## config.mk

```make
export PLATFORM = sky130hd
export DESIGN_NAME = modbus_frame_check_decode
export DESIGN_NICKNAME = d
export VERILOG_FILES = /design/src/rtl/mfcd_pkg.sv /design/src/rtl/mfcd_front.sv /design/src/rtl/mfcd_queue.sv /design/src/rtl/mfcd_back.sv /design/src/rtl/modbus_frame_check_decode.sv
export SDC_FILE = /design/constraint.sdc
export NUM_CORES = 1
export LEC_CHECK = 0
export BUFFER_PORTS_ARGS = -buffer_cell sky130_fd_sc_hd__buf_2
export CAP_MARGIN = 20
export CORE_UTILIZATION = 50
export DETAILED_ROUTE_END_ITERATION = 12
export PLACE_DENSITY_LB_ADDON = 0.08
export SETUP_SLACK_MARGIN = 0.05
export SLEW_MARGIN = 0
export SYNTH_ARGS = -nofsm -noshare
export SYNTH_HDL_FRONTEND = slang
export SYNTH_SLANG_ARGS = --single-unit
```

## constraint.sdc

```tcl
create_clock -name i_clk -period 17.55 [get_ports i_clk]
set_input_delay 3.51 -clock i_clk [delete_from_list [all_inputs] [get_ports i_clk]]
set_output_delay 3.51 -clock i_clk [all_outputs]
set_load 0.01 [all_outputs]
```

## src/rtl/mfcd_pkg.sv

```systemverilog
// Shared types, constants and the CRC-16/Modbus byte step for the frame checker.
// No dependencies; every other file imports this package.
package mfcd_pkg;

    localparam int QDEPTH = 4;
    localparam int QAW = $clog2(QDEPTH);
    localparam int QCW = QAW + 1;

    localparam logic [15:0] CRC_SEED = 16'hFFFF;
    localparam logic [15:0] CRC_POLY = 16'hA001;

    typedef enum logic [2:0] {
        POS_ADDR   = 3'd0,
        POS_FUNC   = 3'd1,
        POS_REG_HI = 3'd2,
        POS_REG_LO = 3'd3,
        POS_VAL_HI = 3'd4,
        POS_VAL_LO = 3'd5,
        POS_CRC_LO = 3'd6,
        POS_CRC_HI = 3'd7
    } t_pos;

    typedef struct packed {
        t_pos       pos;
        logic [7:0] data;
    } t_entry;

    typedef struct packed {
        logic [7:0]  slave_address;
        logic [7:0]  func_code;
        logic [15:0] reg_index;
        logic [15:0] register_value;
        logic [15:0] computed_crc;
        logic        crc_ok;
    } t_result;

    function automatic logic [15:0] crc_feed(input logic [15:0] crc, input logic [7:0] b);
        logic [15:0] c;
        c = crc ^ {8'h00, b};
        for (int k = 0; k < 8; k++) begin
            if (c[0]) begin
                c = (c >> 1) ^ CRC_POLY;
            end else begin
                c = c >> 1;
            end
        end
        return c;
    endfunction

endpackage

```

## src/rtl/mfcd_front.sv

```systemverilog
// Front end: accepts received bytes and tags each with its frame position.
// Depends on mfcd_pkg.
module mfcd_front
    import mfcd_pkg::*;
(
    input  logic       i_clk,
    input  logic       i_rst_n,
    input  logic       i_accept,
    input  logic [7:0] i_rx_byte,
    input  logic       i_frame_start,
    output t_entry     o_entry
);

    logic [2:0] r_pos;
    logic [2:0] n_pos;
    logic [2:0] w_pos;

    assign w_pos = i_frame_start ? 3'(POS_ADDR) : r_pos;
    assign n_pos = i_accept ? w_pos + 3'd1 : r_pos;

    assign o_entry.pos  = t_pos'(w_pos);
    assign o_entry.data = i_rx_byte;

    always_ff @(posedge i_clk) begin
        if (!i_rst_n) begin
            r_pos <= 3'(POS_ADDR);
        end else begin
            r_pos <= n_pos;
        end
    end

endmodule

```

## src/rtl/mfcd_queue.sv

```systemverilog
// Short queue of tagged bytes between the front end and the back end.
// Depends on mfcd_pkg.
module mfcd_queue
    import mfcd_pkg::*;
(
    input  logic   i_clk,
    input  logic   i_rst_n,
    input  logic   i_push,
    input  t_entry i_entry,
    output logic   o_full,
    input  logic   i_pop,
    output logic   o_valid,
    output t_entry o_head
);

    t_entry           r_mem [QDEPTH];
    logic [QAW-1:0]   r_wr;
    logic [QAW-1:0]   r_rd;
    logic [QCW-1:0]   r_cnt;
    logic [QAW-1:0]   n_wr;
    logic [QAW-1:0]   n_rd;
    logic [QCW-1:0]   n_cnt;

    assign o_full  = (r_cnt == QCW'(QDEPTH));
    assign o_valid = (r_cnt != '0);
    assign o_head  = r_mem[r_rd];

    always_comb begin
        n_wr  = i_push ? r_wr + 1'b1 : r_wr;
        n_rd  = i_pop ? r_rd + 1'b1 : r_rd;
        n_cnt = r_cnt + QCW'(i_push) - QCW'(i_pop);
    end

    always_ff @(posedge i_clk) begin
        if (i_push) begin
            r_mem[r_wr] <= i_entry;
        end
    end

    always_ff @(posedge i_clk) begin
        if (!i_rst_n) begin
            r_wr  <= '0;
            r_rd  <= '0;
            r_cnt <= '0;
        end else begin
            r_wr  <= n_wr;
            r_rd  <= n_rd;
            r_cnt <= n_cnt;
        end
    end

endmodule

```

## src/rtl/mfcd_back.sv

```systemverilog
// Back end: runs the CRC, collects the frame fields and queues finished results.
// Depends on mfcd_pkg.
module mfcd_back
    import mfcd_pkg::*;
(
    input  logic    i_clk,
    input  logic    i_rst_n,
    input  logic    i_valid,
    input  t_entry  i_head,
    output logic    o_pop,
    input  logic    i_res_pop,
    output logic    o_res_empty,
    output t_result o_res
);

    logic [15:0] r_crc;
    logic [15:0] n_crc;
    logic [7:0]  r_addr;
    logic [7:0]  r_func;
    logic [15:0] r_regnum;
    logic [15:0] r_regval;
    logic [7:0]  r_crc_lo;

    t_result     r_res [2];
    logic        r_rd;
    logic        r_wr;
    logic [1:0]  r_cnt;

    logic        w_res_full;
    logic        w_res_push;
    logic        w_res_pop;
    logic [15:0] w_crc_in;
    t_result     w_res;

    assign w_res_full  = (r_cnt == 2'd2);
    assign o_res_empty = (r_cnt == 2'd0);
    assign o_res       = r_res[r_rd];
    assign w_res_pop   = i_res_pop && !o_res_empty;

    assign o_pop      = i_valid && !((i_head.pos == POS_CRC_HI) && w_res_full);
    assign w_res_push = o_pop && (i_head.pos == POS_CRC_HI);

    assign w_crc_in = (i_head.pos == POS_ADDR) ? CRC_SEED : r_crc;

    always_comb begin
        n_crc = r_crc;
        if (o_pop) begin
            unique case (i_head.pos)
                POS_ADDR, POS_FUNC, POS_REG_HI, POS_REG_LO, POS_VAL_HI, POS_VAL_LO: begin
                    n_crc = crc_feed(w_crc_in, i_head.data);
                end
                POS_CRC_LO, POS_CRC_HI: begin
                    n_crc = r_crc;
                end
            endcase
        end
    end

    always_comb begin
        w_res.slave_address  = r_addr;
        w_res.func_code      = r_func;
        w_res.reg_index      = r_regnum;
        w_res.register_value = r_regval;
        w_res.computed_crc   = r_crc;
        w_res.crc_ok         = ({i_head.data, r_crc_lo} == r_crc);
    end

    always_ff @(posedge i_clk) begin
        if (o_pop) begin
            unique case (i_head.pos)
                POS_ADDR:   r_addr         <= i_head.data;
                POS_FUNC:   r_func         <= i_head.data;
                POS_REG_HI: r_regnum[15:8] <= i_head.data;
                POS_REG_LO: r_regnum[7:0]  <= i_head.data;
                POS_VAL_HI: r_regval[15:8] <= i_head.data;
                POS_VAL_LO: r_regval[7:0]  <= i_head.data;
                POS_CRC_LO: r_crc_lo       <= i_head.data;
                POS_CRC_HI: r_res[r_wr]    <= w_res;
            endcase
        end
    end

    always_ff @(posedge i_clk) begin
        if (!i_rst_n) begin
            r_crc <= CRC_SEED;
            r_rd  <= 1'b0;
            r_wr  <= 1'b0;
            r_cnt <= 2'd0;
        end else begin
            r_crc <= n_crc;
            if (w_res_pop) begin
                r_rd <= ~r_rd;
            end
            if (w_res_push) begin
                r_wr <= ~r_wr;
            end
            r_cnt <= r_cnt + 2'(w_res_push) - 2'(w_res_pop);
        end
    end

endmodule

```

## src/rtl/modbus_frame_check_decode.sv

```systemverilog
// Top level of the Modbus RTU request frame checker and decoder.
// Depends on mfcd_pkg, mfcd_front, mfcd_queue and mfcd_back.
//
// Usage: received bytes enter through push/full, one transaction per byte,
// with i_frame_start high on the first byte of a frame. The eighth byte of a
// frame yields one result transaction on empty/pop: address, function code,
// register number, register value, the CRC-16/Modbus over the first six bytes
// and a flag that tells whether the received CRC matches it. Other bytes give
// no result. A frame start in mid-frame drops the partial frame.
// Throughput is one byte per cycle while full is low. A result reaches the
// output once its last byte has been written into the byte queue and the
// back end has read it from there and written the result register. The back
// end folds a whole byte into the CRC combinationally as it pops the byte.
// When the receiver stalls, two results are held; the byte queue of four then
// fills and full rises. Bytes that do not finish a frame keep flowing while
// results wait. Reset empties both queues and restarts the frame count.
module modbus_frame_check_decode
    import mfcd_pkg::*;
(
    input  logic        i_clk,
    input  logic        i_rst_n,
    input  logic        push,
    output logic        full,
    input  logic [7:0]  i_rx_byte,
    input  logic        i_frame_start,
    output logic        empty,
    input  logic        pop,
    output logic [7:0]  o_slave_address,
    output logic [7:0]  o_func_code,
    output logic [15:0] o_reg_index,
    output logic [15:0] o_register_value,
    output logic [15:0] o_computed_crc,
    output logic        o_crc_ok
);

    logic    w_accept;
    t_entry  w_entry;
    logic    w_q_valid;
    logic    w_q_pop;
    t_entry  w_q_head;
    t_result w_res;

    assign w_accept = push && !full;

    mfcd_front u_front (
        .i_clk         (i_clk),
        .i_rst_n       (i_rst_n),
        .i_accept      (w_accept),
        .i_rx_byte     (i_rx_byte),
        .i_frame_start (i_frame_start),
        .o_entry       (w_entry)
    );

    mfcd_queue u_queue (
        .i_clk   (i_clk),
        .i_rst_n (i_rst_n),
        .i_push  (w_accept),
        .i_entry (w_entry),
        .o_full  (full),
        .i_pop   (w_q_pop),
        .o_valid (w_q_valid),
        .o_head  (w_q_head)
    );

    mfcd_back u_back (
        .i_clk       (i_clk),
        .i_rst_n     (i_rst_n),
        .i_valid     (w_q_valid),
        .i_head      (w_q_head),
        .o_pop       (w_q_pop),
        .i_res_pop   (pop),
        .o_res_empty (empty),
        .o_res       (w_res)
    );

    assign o_slave_address  = w_res.slave_address;
    assign o_func_code      = w_res.func_code;
    assign o_reg_index      = w_res.reg_index;
    assign o_register_value = w_res.register_value;
    assign o_computed_crc   = w_res.computed_crc;
    assign o_crc_ok         = w_res.crc_ok;

    a_pop_needs_entry: assert property (@(posedge i_clk) disable iff (!i_rst_n)
        w_q_pop |-> w_q_valid)
        else $error("back end popped an empty byte queue");

    a_no_result_from_nothing: assert property (@(posedge i_clk) disable iff (!i_rst_n)
        empty && !w_q_valid |=> empty)
        else $error("result appeared without a queued byte");

    a_last_byte_gives_result: assert property (@(posedge i_clk) disable iff (!i_rst_n)
        w_q_pop && (w_q_head.pos == POS_CRC_HI) |=> !empty)
        else $error("frame end did not produce a result");

endmodule
```

**Yosys cells after proc, flatten, opt, wreduce, memory -nomap -nowiden**

Memories as Yosys holds them, arrays and structs flattened. A register that Yosys moved wholly into a read port is not among the register bits.
Cells that the tools add are included.
Widths: inputs -> output; s select.

- $add $sub $neg: 7
- $mul: 0
- Div/mod/pow operators: 0
- Order comparisons: 0
- Eq/ne operators: 10
- Shifts and indexed selects: 0
- Mux-type cells: 34
- Bitwise gates (word level): 12
- Reduce and logical (&&, ||, !) cells: 21

Operators with widths:

| kind | number |
|---|---|
| $mux 16 | 24 |
| $not 2->3 | 8 |
| $eq 16x16->1 | 1 |
| $reduce_and 2->1 | 8 |
| $xor 16x8->16 | 1 |
| $eq 3x3->1 const B | 5 |
| $mux 1 | 7 |
| $eq 3x2->1 const B | 2 |
| $reduce_or 6->1 | 1 |
| $logic_and 1x1->1 | 5 |
| $add 2x1->2 const B | 2 |
| $mux 2 | 2 |
| $add 3x1->3 | 1 |
| $add 3x1->3 const B | 1 |
| $eq 3x1->1 const B | 1 |
| $logic_not 1->1 | 3 |
| $logic_not 3->1 | 1 |
| $mux 3 | 1 |
| $not 1->1 | 3 |
| $reduce_bool 3->1 | 1 |
| $sub 3x1->3 | 1 |
| $add 2x1->2 | 1 |
| $eq 2x2->1 const B | 1 |
| $logic_not 2->1 | 1 |
| 2 further kinds | 2 |

- Register bits: 86
- Latch bits: 0
- Memory bits (writable): 174
- ROM bits: 0
- Input port bits: 13
- Logic and storage cells: 101
- Memories kept: 2

Memory list:

| memory | words | width | read ports | clocked after Yosys merged registers in | wr ports | RTL line | RTL |
|---|---|---|---|---|---|---|---|
| u_back.r_res | 2 | 65 | 1 | 1 | 1 | mfcd_back.sv:24 | `t_result r_res [2];` |
| u_queue.r_mem | 4 | 11 | 1 | 1 | 1 | mfcd_queue.sv:16 | `t_entry r_mem [QDEPTH];` |

**Longest topological paths before layout**

Gate-level depths: netlist of run 1.

- Depth in word-level cells: 34
- Mapped depth: 11

**Hierarchy**

From an unflattened synthesis of run 1, not the netlist that was laid out.

- Cell total of the unflattened synthesis: 567
- Area total of the unflattened synthesis: 10137.2 um2

Modules (own cells, without submodules):

| module | instances | cells an instance | area an instance (um2) |
|---|---|---|---|
| mfcd_back | 1 | 440 | 7870.0 |
| mfcd_queue | 1 | 100 | 2033.2 |
| mfcd_front | 1 | 26 | 220.2 |
| modbus_frame_check_decode | 1 | 1 | 13.8 |

**Worst setup path after synthesis of run 1**

Ideal clock, no wire load.

- Path kind: register to register
- From: register (tool-made name)
- To: memory u_back.r_res[0][0] (netlist name) (enable)
- Library setup time: 0.652 ns
- Arrival time: 7.435 ns
- Required time: 16.898 ns
- Setup slack: 9.463 ns
- Cell stages (with the launch flop): 6
- Path buffers: 2
- Clock period less this slack: 8.087 ns
- Cells stage by stage: dfxtp_1 -> buf_6 -> mux4_2 -> buf_6 -> nand2_1 -> nor4_1

RTL lines:

| item | RTL line |
|---|---|
| end, declared | mfcd_back.sv:24 |

==> results of run 1 <==
==> cells in the final DEF (no fill, tap or decap), drive strengths merged, types with 2 or more instances in the layout <==
master / n
nor2b: 11
o211ai: 8
mux2: 65
mux2i: 2
bufinv: 2
o31ai: 5
inv: 12
xor2: 26
nor3b: 2
clkbuf: 33
nand2: 17
edfxtp: 230
and2: 15
xnor2: 23
mux4: 11
xnor3: 2
clkinvlp: 3
dfxtp: 33
nor2: 14
clkinv: 9
buf: 85
o22ai: 5
ha: 9
a21oi: 3
o211a: 2
nand2b: 4
nor4: 5
nor3: 5
==> registers in the layout (all words and copies together), names as in the netlist, named ones only <==
signal           cells
u_back.r_res       130
u_queue.r_mem       44
u_back.r_crc        16
u_back.r_regnum     16
u_back.r_regval     16
u_back.r_addr        8
u_back.r_crc_lo      8
u_back.r_func        8
u_front.r_pos        3
u_queue.r_cnt        3
u_back.r_cnt         2
u_queue.r_rd         2
u_queue.r_wr         2
u_back.r_rd          1
u_back.r_wr          1
==> how the worst min path moves through the flow <==
stage / depth (start not counted) / from / end / slack (ps)
global route: 0 / u_back.r_regval[13]$_DFFE_PP_ / u_back.r_res[1][30]$_DFFE_PP_ / 450
CTS: 0 / u_back.r_regval[13]$_DFFE_PP_ / u_back.r_res[1][30]$_DFFE_PP_ / 440
detailed placement: 0 / u_back.r_regnum[2]$_DFFE_PP_ / u_back.r_res[1][35]$_DFFE_PP_ / 430
global placement: 0 / u_back.r_regnum[2]$_DFFE_PP_ / u_back.r_res[0][35]$_DFFE_PP_ / 420
floorplan: 0 / u_back.r_regval[0]$_DFFE_PP_ / u_back.r_res[0][17]$_DFFE_PP_ / 420
finish: 0 / u_back.r_regnum[2]$_DFFE_PP_ / u_back.r_res[1][35]$_DFFE_PP_ / 440
==> metal layers <==
layer | track usage (%) | vias to the layer above
li1 | - | 2220
met1 | 23.92 | 2387
met2 | 29.54 | 109
met3 | 2.732 | 28
met4 | 4.927 | 0
met5 | 0 | -
==> worst max-delay path: stages, from the launching register on <==
cell and delay [ps]:
dfxtp_2 370, buf_4 640, mux2_2 440, buf_2 140
==> through the flow <==
step	instances	setup slack (ps)	area [sq um]	power, W	hold WS [ps]
after floorplan	535	9463	10010	0.001360	421.5
after global placement	865	12380	10680	0.001515	421.9
after CTS	914	11790	11520	0.002075	441.7
final	915	11820	11530	0.002054	442.5
after global routing	915	11720	11530	0.002156	448.1
after detailed placement	866	12270	10690	0.001535	430.7
==> final cells by class <==
class / count / share of cell area [%]
sequential: 263 / 65.66
multi-input combinational: 243 / 20.07
clock buffer: 33 / 6.057
timing repair buffer: 85 / 3.777
tap: 265 / 2.876
clock inverter: 15 / 1.205
inverter: 11 / 0.3582
==> kinds of logic after synthesis <==
family / after synthesis
DFF: 263
muxes: 78
and+or+nand+nor: 76
xor gates and xnor gates: 52
buffers and inverters: 29
AOI/OAI and AO/OA: 27
adders and majority gates: 10
==> power breakdown <==
part | internal (W) | leakage, nW | total (W) | switching (W)
logic | 0.000279 | 1.19 | 0.000633 | 0.000354
clock network | 0.000312 | 0.397 | 0.000535 | 0.000222
registers | 0.000827 | 2.35 | 0.000886 | 0.0000592
==> results.yml, run 1 <==
outcome:
  status: "completed"
logic_synthesis:
  synthCells: 535
  synth_mux_area_share_pct: 10.07
  synth-compound-area-share_pct: 2.301
  yosys-top-cells-count: "230 x edfxtp_1, 65 x mux2_2, 33 x dfxtp_1, 23 x xor2_1, 21 x xnor2_1"
  ys_seq_area_share_pct: 75.62
  synthAdderAreaFrac_pct: 1.325
  synth-seq-cells: 263
  synth_largest_area_cell: "edfxtp_1"
  ys_warn_count: 0
  postSynthAreaPerCell_sq_um: 18.70
  synth_xor_area_share_pct: 5.364
  syn_nets: 558
  ys_async_sr_fraction_pct: 0
  synthSimpleGateAreaFrac_pct: 3.988
  synth_enable_flop_cells: 230
  synthMostInstantiatedCell: "edfxtp_1"
  synth_flop_cell: "edfxtp_1"
  synth.distinct_cells: 41
  synth_top_family_by_area: "multiplexers"
  ys_top_cells_by_area: "edfxtp_1 69%, mux2_2 7.3%, dfxtp_1 6.6%"
  synth_area_sq_um: 10010
  netlist.area_leader.share_pct: 69.02
global_routing:
  grt_max_degree: 62
  grt.overflow.total: 0
  grt_pass1_vias: 4823
  antenna_found_initial: 0
  track_usage_pct: 17.60
  grt_pass1_wl_mm: 26.79
place:
  dp_hpwl_mm: 10.88
  gp_congestion: 0.7614
  io_buffers: 79
drt:
  route.detailed.drc: 0
  routed.top_layer: "met4"
  via_count: 4744
  wl_met1_mm: 7.871
  drtIter0Drc: 268
  dr.pass1.iters: 4
  ant_nets: 0
  wl_per_cell_um: 19.23
  wl_met2_mm: 8.671
  viasPerCell: 5.185
  dr_wl_met3_um: 781
  drt_wl_total_mm: 17.60
setup_path:
  path_max_fanout: 61
  reg2reg_setup_slack_ps: 13640
  crit_type: "flip-flop to output pin"
  critPathArrivalTime_ps: 2220
  crit_end: "o_slave_address[1]"
  startpoint_type: "flip-flop"
  end_kind: "output pin"
  ff2ff_path_depth: 5
  timing.rr.end: "u_back.r_res[1][32]$_DFFE_PP_"
  worstPathRequired_ps: 14040
timing:
  rsz0062_at_grt: "no"
  timing.final.crit_period_ps: 5731
  period_share_pct: 32.66
  tightest_slew_ps: 878.0
  final-setup-viol-count: 0
  relSlewSlack_pct: 41.46
  clock_skew_ps: 21.35
  slew_violations: 0
  finalSetupTns_ps: 0
  timing.fmax_mhz: 174.5
  final-hold-violation-count: 0
finish:
  seq_area_sq_um: 7569
  drive_above_1_share_pct: 32.15
  multi_input_area_sq_um: 2313
  syn_to_final_growth_pct: 15.19
  n_antenna_cell: 0
  utilization_pct: 59.04
  final_nets: 654
  nFillCells: 1492
clock_tree:
  cts.sinks: 263
  insertion_delay_ps: 540
  cts_resized: 0
  cts_buffers: 27
  clockBufferDepth: 3
  cts-root-buf: "clkbuf_16"
  h-tree-depth: 1
  clk_pin_slew_ps: 60
  post_cts_buffers: 0
  hold_buffers: 0
  cts_tree: "done"
floorplan:
  initial_core_util_pct: 51.25
  core_area_sq_um: 19530
  rows: 51
  io_pins: 80
  die_area_sq_um: 20580
  die_h_um: 143.5
  fp.dieW_um: 143.5
power_and_ir_drop:
  ir_drop_v: 0.0001037
  power.density_nw_per_um2: 178.2
  leakage_nw: 3.944
hold_path:
  hold_class: "flip-flop to flip-flop"
flow_run:
  maxCapViolations: 0
No activity file was read; power rests on OpenSTA's default activity.
==> run 2: changes to the inputs <==
==> constraint.sdc (replaced) <==
create_clock -name i_clk -period 5.05 [get_ports i_clk]
set_input_delay 1.01 -clock i_clk [delete_from_list [all_inputs] [get_ports i_clk]]
set_output_delay 1.01 -clock i_clk [all_outputs]
set_load 0.01 [all_outputs]
==> run 2 against run 1 <==
  * Critical path depth up 6
  * Cell area rose by 1.3%
  * Non-clock buffer count unchanged
  * Sequential share of layout area fell by 0.82 points
  * Core utilization rose by 0.75 points
  * First-iteration DRC count down 8.6%
  * Critical path type is now flip-flop to flip-flop
==> results.yml, run 2 (same netlist as run 1, synthesis figures left out) <==
outcome:
  status: "completed"
floorplan:
  die_h_um: 143.5
  fp.dieW_um: 143.5
  io_pins: 80
  rows: 51
  core_area_sq_um: 19530
  initial_core_util_pct: 51.25
  die_area_sq_um: 20580
drt:
  dr.pass1.iters: 4
  via_count: 4713
  drtIter0Drc: 245
  route.detailed.drc: 0
  ant_nets: 0
  viasPerCell: 5.151
  drt_wl_total_mm: 17.31
  wl_per_cell_um: 18.92
timing:
  slew_violations: 0
  final-hold-violation-count: 0
  tightest_slew_ps: 1014
  clock_skew_ps: 13.89
  timing.final.crit_period_ps: 3465
  timing.fmax_mhz: 288.6
  rsz0062_at_grt: "no"
  finalSetupTns_ps: 0
  relSlewSlack_pct: 31.88
  period_share_pct: 68.62
  final-setup-viol-count: 0
clock_tree:
  clockBufferDepth: 3
  clk_pin_slew_ps: 60
  hold_buffers: 0
  cts_tree: "done"
  cts_resized: 0
  cts_buffers: 26
  cts-root-buf: "clkbuf_16"
  insertion_delay_ps: 530
  cts.sinks: 263
  h-tree-depth: 1
  post_cts_buffers: 0
place:
  io_buffers: 79
  gp_congestion: 0.8212
  dp_hpwl_mm: 10.77
  dp_cells: 867
power_and_ir_drop:
  clkPwrFrac_pct: 28.2
  p_comb_share_pct: 29.7
  p_int_w: 0.005147
  p_seq_share_pct: 42.1
  switchingPower_w: 0.002197
  ir_drop_v: 0.0003899
  power.density_nw_per_um2: 629.1
  switching_share_pct: 29.92
  leakage_nw: 4.014
finish:
  final_cell_mix: "230 x edfxtp_1, 79 x buf_2, 65 x mux2_2, 32 x dfxtp_1, 27 x clkbuf_16"
  reg_top3: "u_back.r_res: 130 flops, u_queue.r_mem: 44 flops"
  largest-register: "u_back.r_res"
  largest_reg_flops: 130
  final_nets: 653
  drive_above_1_share_pct: 33.08
  final_common_cell: "edfxtp_1"
  syn_to_final_growth_pct: 16.65
  layoutNonFillerInstCount: 915
  n_antenna_cell: 0
  nFillCells: 1446
hold_path:
  hold_depth: 0
  hold_class: "flip-flop to flip-flop"
global_routing:
  antenna_found_initial: 0
  track_usage_pct: 17.28
  grt_max_degree: 55
  grt.overflow.total: 0
  grt_pass1_wl_mm: 26.31
  grt_pass1_vias: 4657
flow_run:
  maxCapViolations: 0
setup_path:
  critPathArrivalTime_ps: 3880
  reg2reg_setup_slack_ps: 1580
  end_kind: "flip-flop"
  startpoint_type: "flip-flop"
  path_max_fanout: 11
  ff2ff_path_depth: 9
  worstPathRequired_ps: 5470
  crit_type: "flip-flop to flip-flop"
[run 2: cell count changes in the layout (fill, tap and decap cells not counted)]
cell | previous run | this run
buf_12 | 0 | 2
buf_2 | 81 | 79
bufinv_16 | 2 | 6
clkbuf_1 | 6 | 4
clkbuf_8 | 0 | 1
clkinv_1 | 7 | 3
clkinv_2 | 2 | 5
clkinv_8 | 0 | 1
clkinvlp_4 | 3 | 1
inv_16 | 1 | 0
nor4_2 | 1 | 0
nor4_4 | 0 | 1
[run 2: power by group through the flow]
stage	clock network, W	logic (W)	registers [W]
2_1_floorplan	0	0.00170	0.00303
3_3_place_gp	0	0.00218	0.00312
3_5_place_dp	0	0.00219	0.00314
4_1_cts	0.00212	0.00221	0.00310
5_1_grt	0.00220	0.00238	0.00313
6_report	0.00207	0.00218	0.00309
[run 2: worst paths after layout]
kind,endpoint,start
setup / recovery,u_queue.r_cnt[2]$_SDFF_PN0_,flip-flop
hold / removal,u_back.r_res[0][49]$_DFFE_PP_,u_back.r_func[0]$_DFFE_PP_
setup reg to reg,u_queue.r_cnt[2]$_SDFF_PN0_,flip-flop
hold reg to reg,u_back.r_res[0][49]$_DFFE_PP_,u_back.r_func[0]$_DFFE_PP_
[run 2: layout make-up]
type | count | area, sq um | share of cell area, %
clock buffer | 32 | 704.4 | 6.034
sequential | 263 | 7569 | 64.83
tap | 265 | 331.6 | 2.840
multi-input combinational | 243 | 2322 | 19.89
inverter | 11 | 41.29 | 0.3537
timing repair buffer | 85 | 465.4 | 3.987
clock inverter | 16 | 240.2 | 2.058
[run 2: metal layers]
metal  share of wire, %  vias to the layer above  wire, um  track usage (%)
met5                  0                        -         0                0
met4                1.5                        0       261            5.151
met3                4.3                       21       748            2.433
met2                 49                      115      8434            28.79
met1                 45                     2362      7870            23.72
li1                   -                     2215         -                -
[run 2: critical path, cell delays in order, from the launching register on]
cell     delay [ps]
dfxtp_1         780
mux4_1          890
a41oi_1         450
ha_1            170
inv_1            40
ha_1            190
fa_1            410
xor2_1          160
xnor2_1         120
and2_1          140
[run 2: metrics by stage]
| step | utilization (%) | area (sq um) | hold WS, ps | worst slack [ps] | total power, W |
|---|---|---|---|---|---|
| 6_report | 59.78 | 11670 | 442.0 | 1585 | 0.007344 |
| 5_1_grt | 59.78 | 11670 | 447.7 | 1292 | 0.007708 |
| 4_1_cts | 59.78 | 11670 | 443.1 | 1524 | 0.007426 |
| 3_5_place_dp | 54.95 | 10730 | 429.8 | 1512 | 0.005336 |
| 3_3_place_gp | 54.95 | 10730 | 422.0 | 1557 | 0.005299 |
| 2_1_floorplan | - | 10020 | 421.5 | 1254 | 0.004723 |
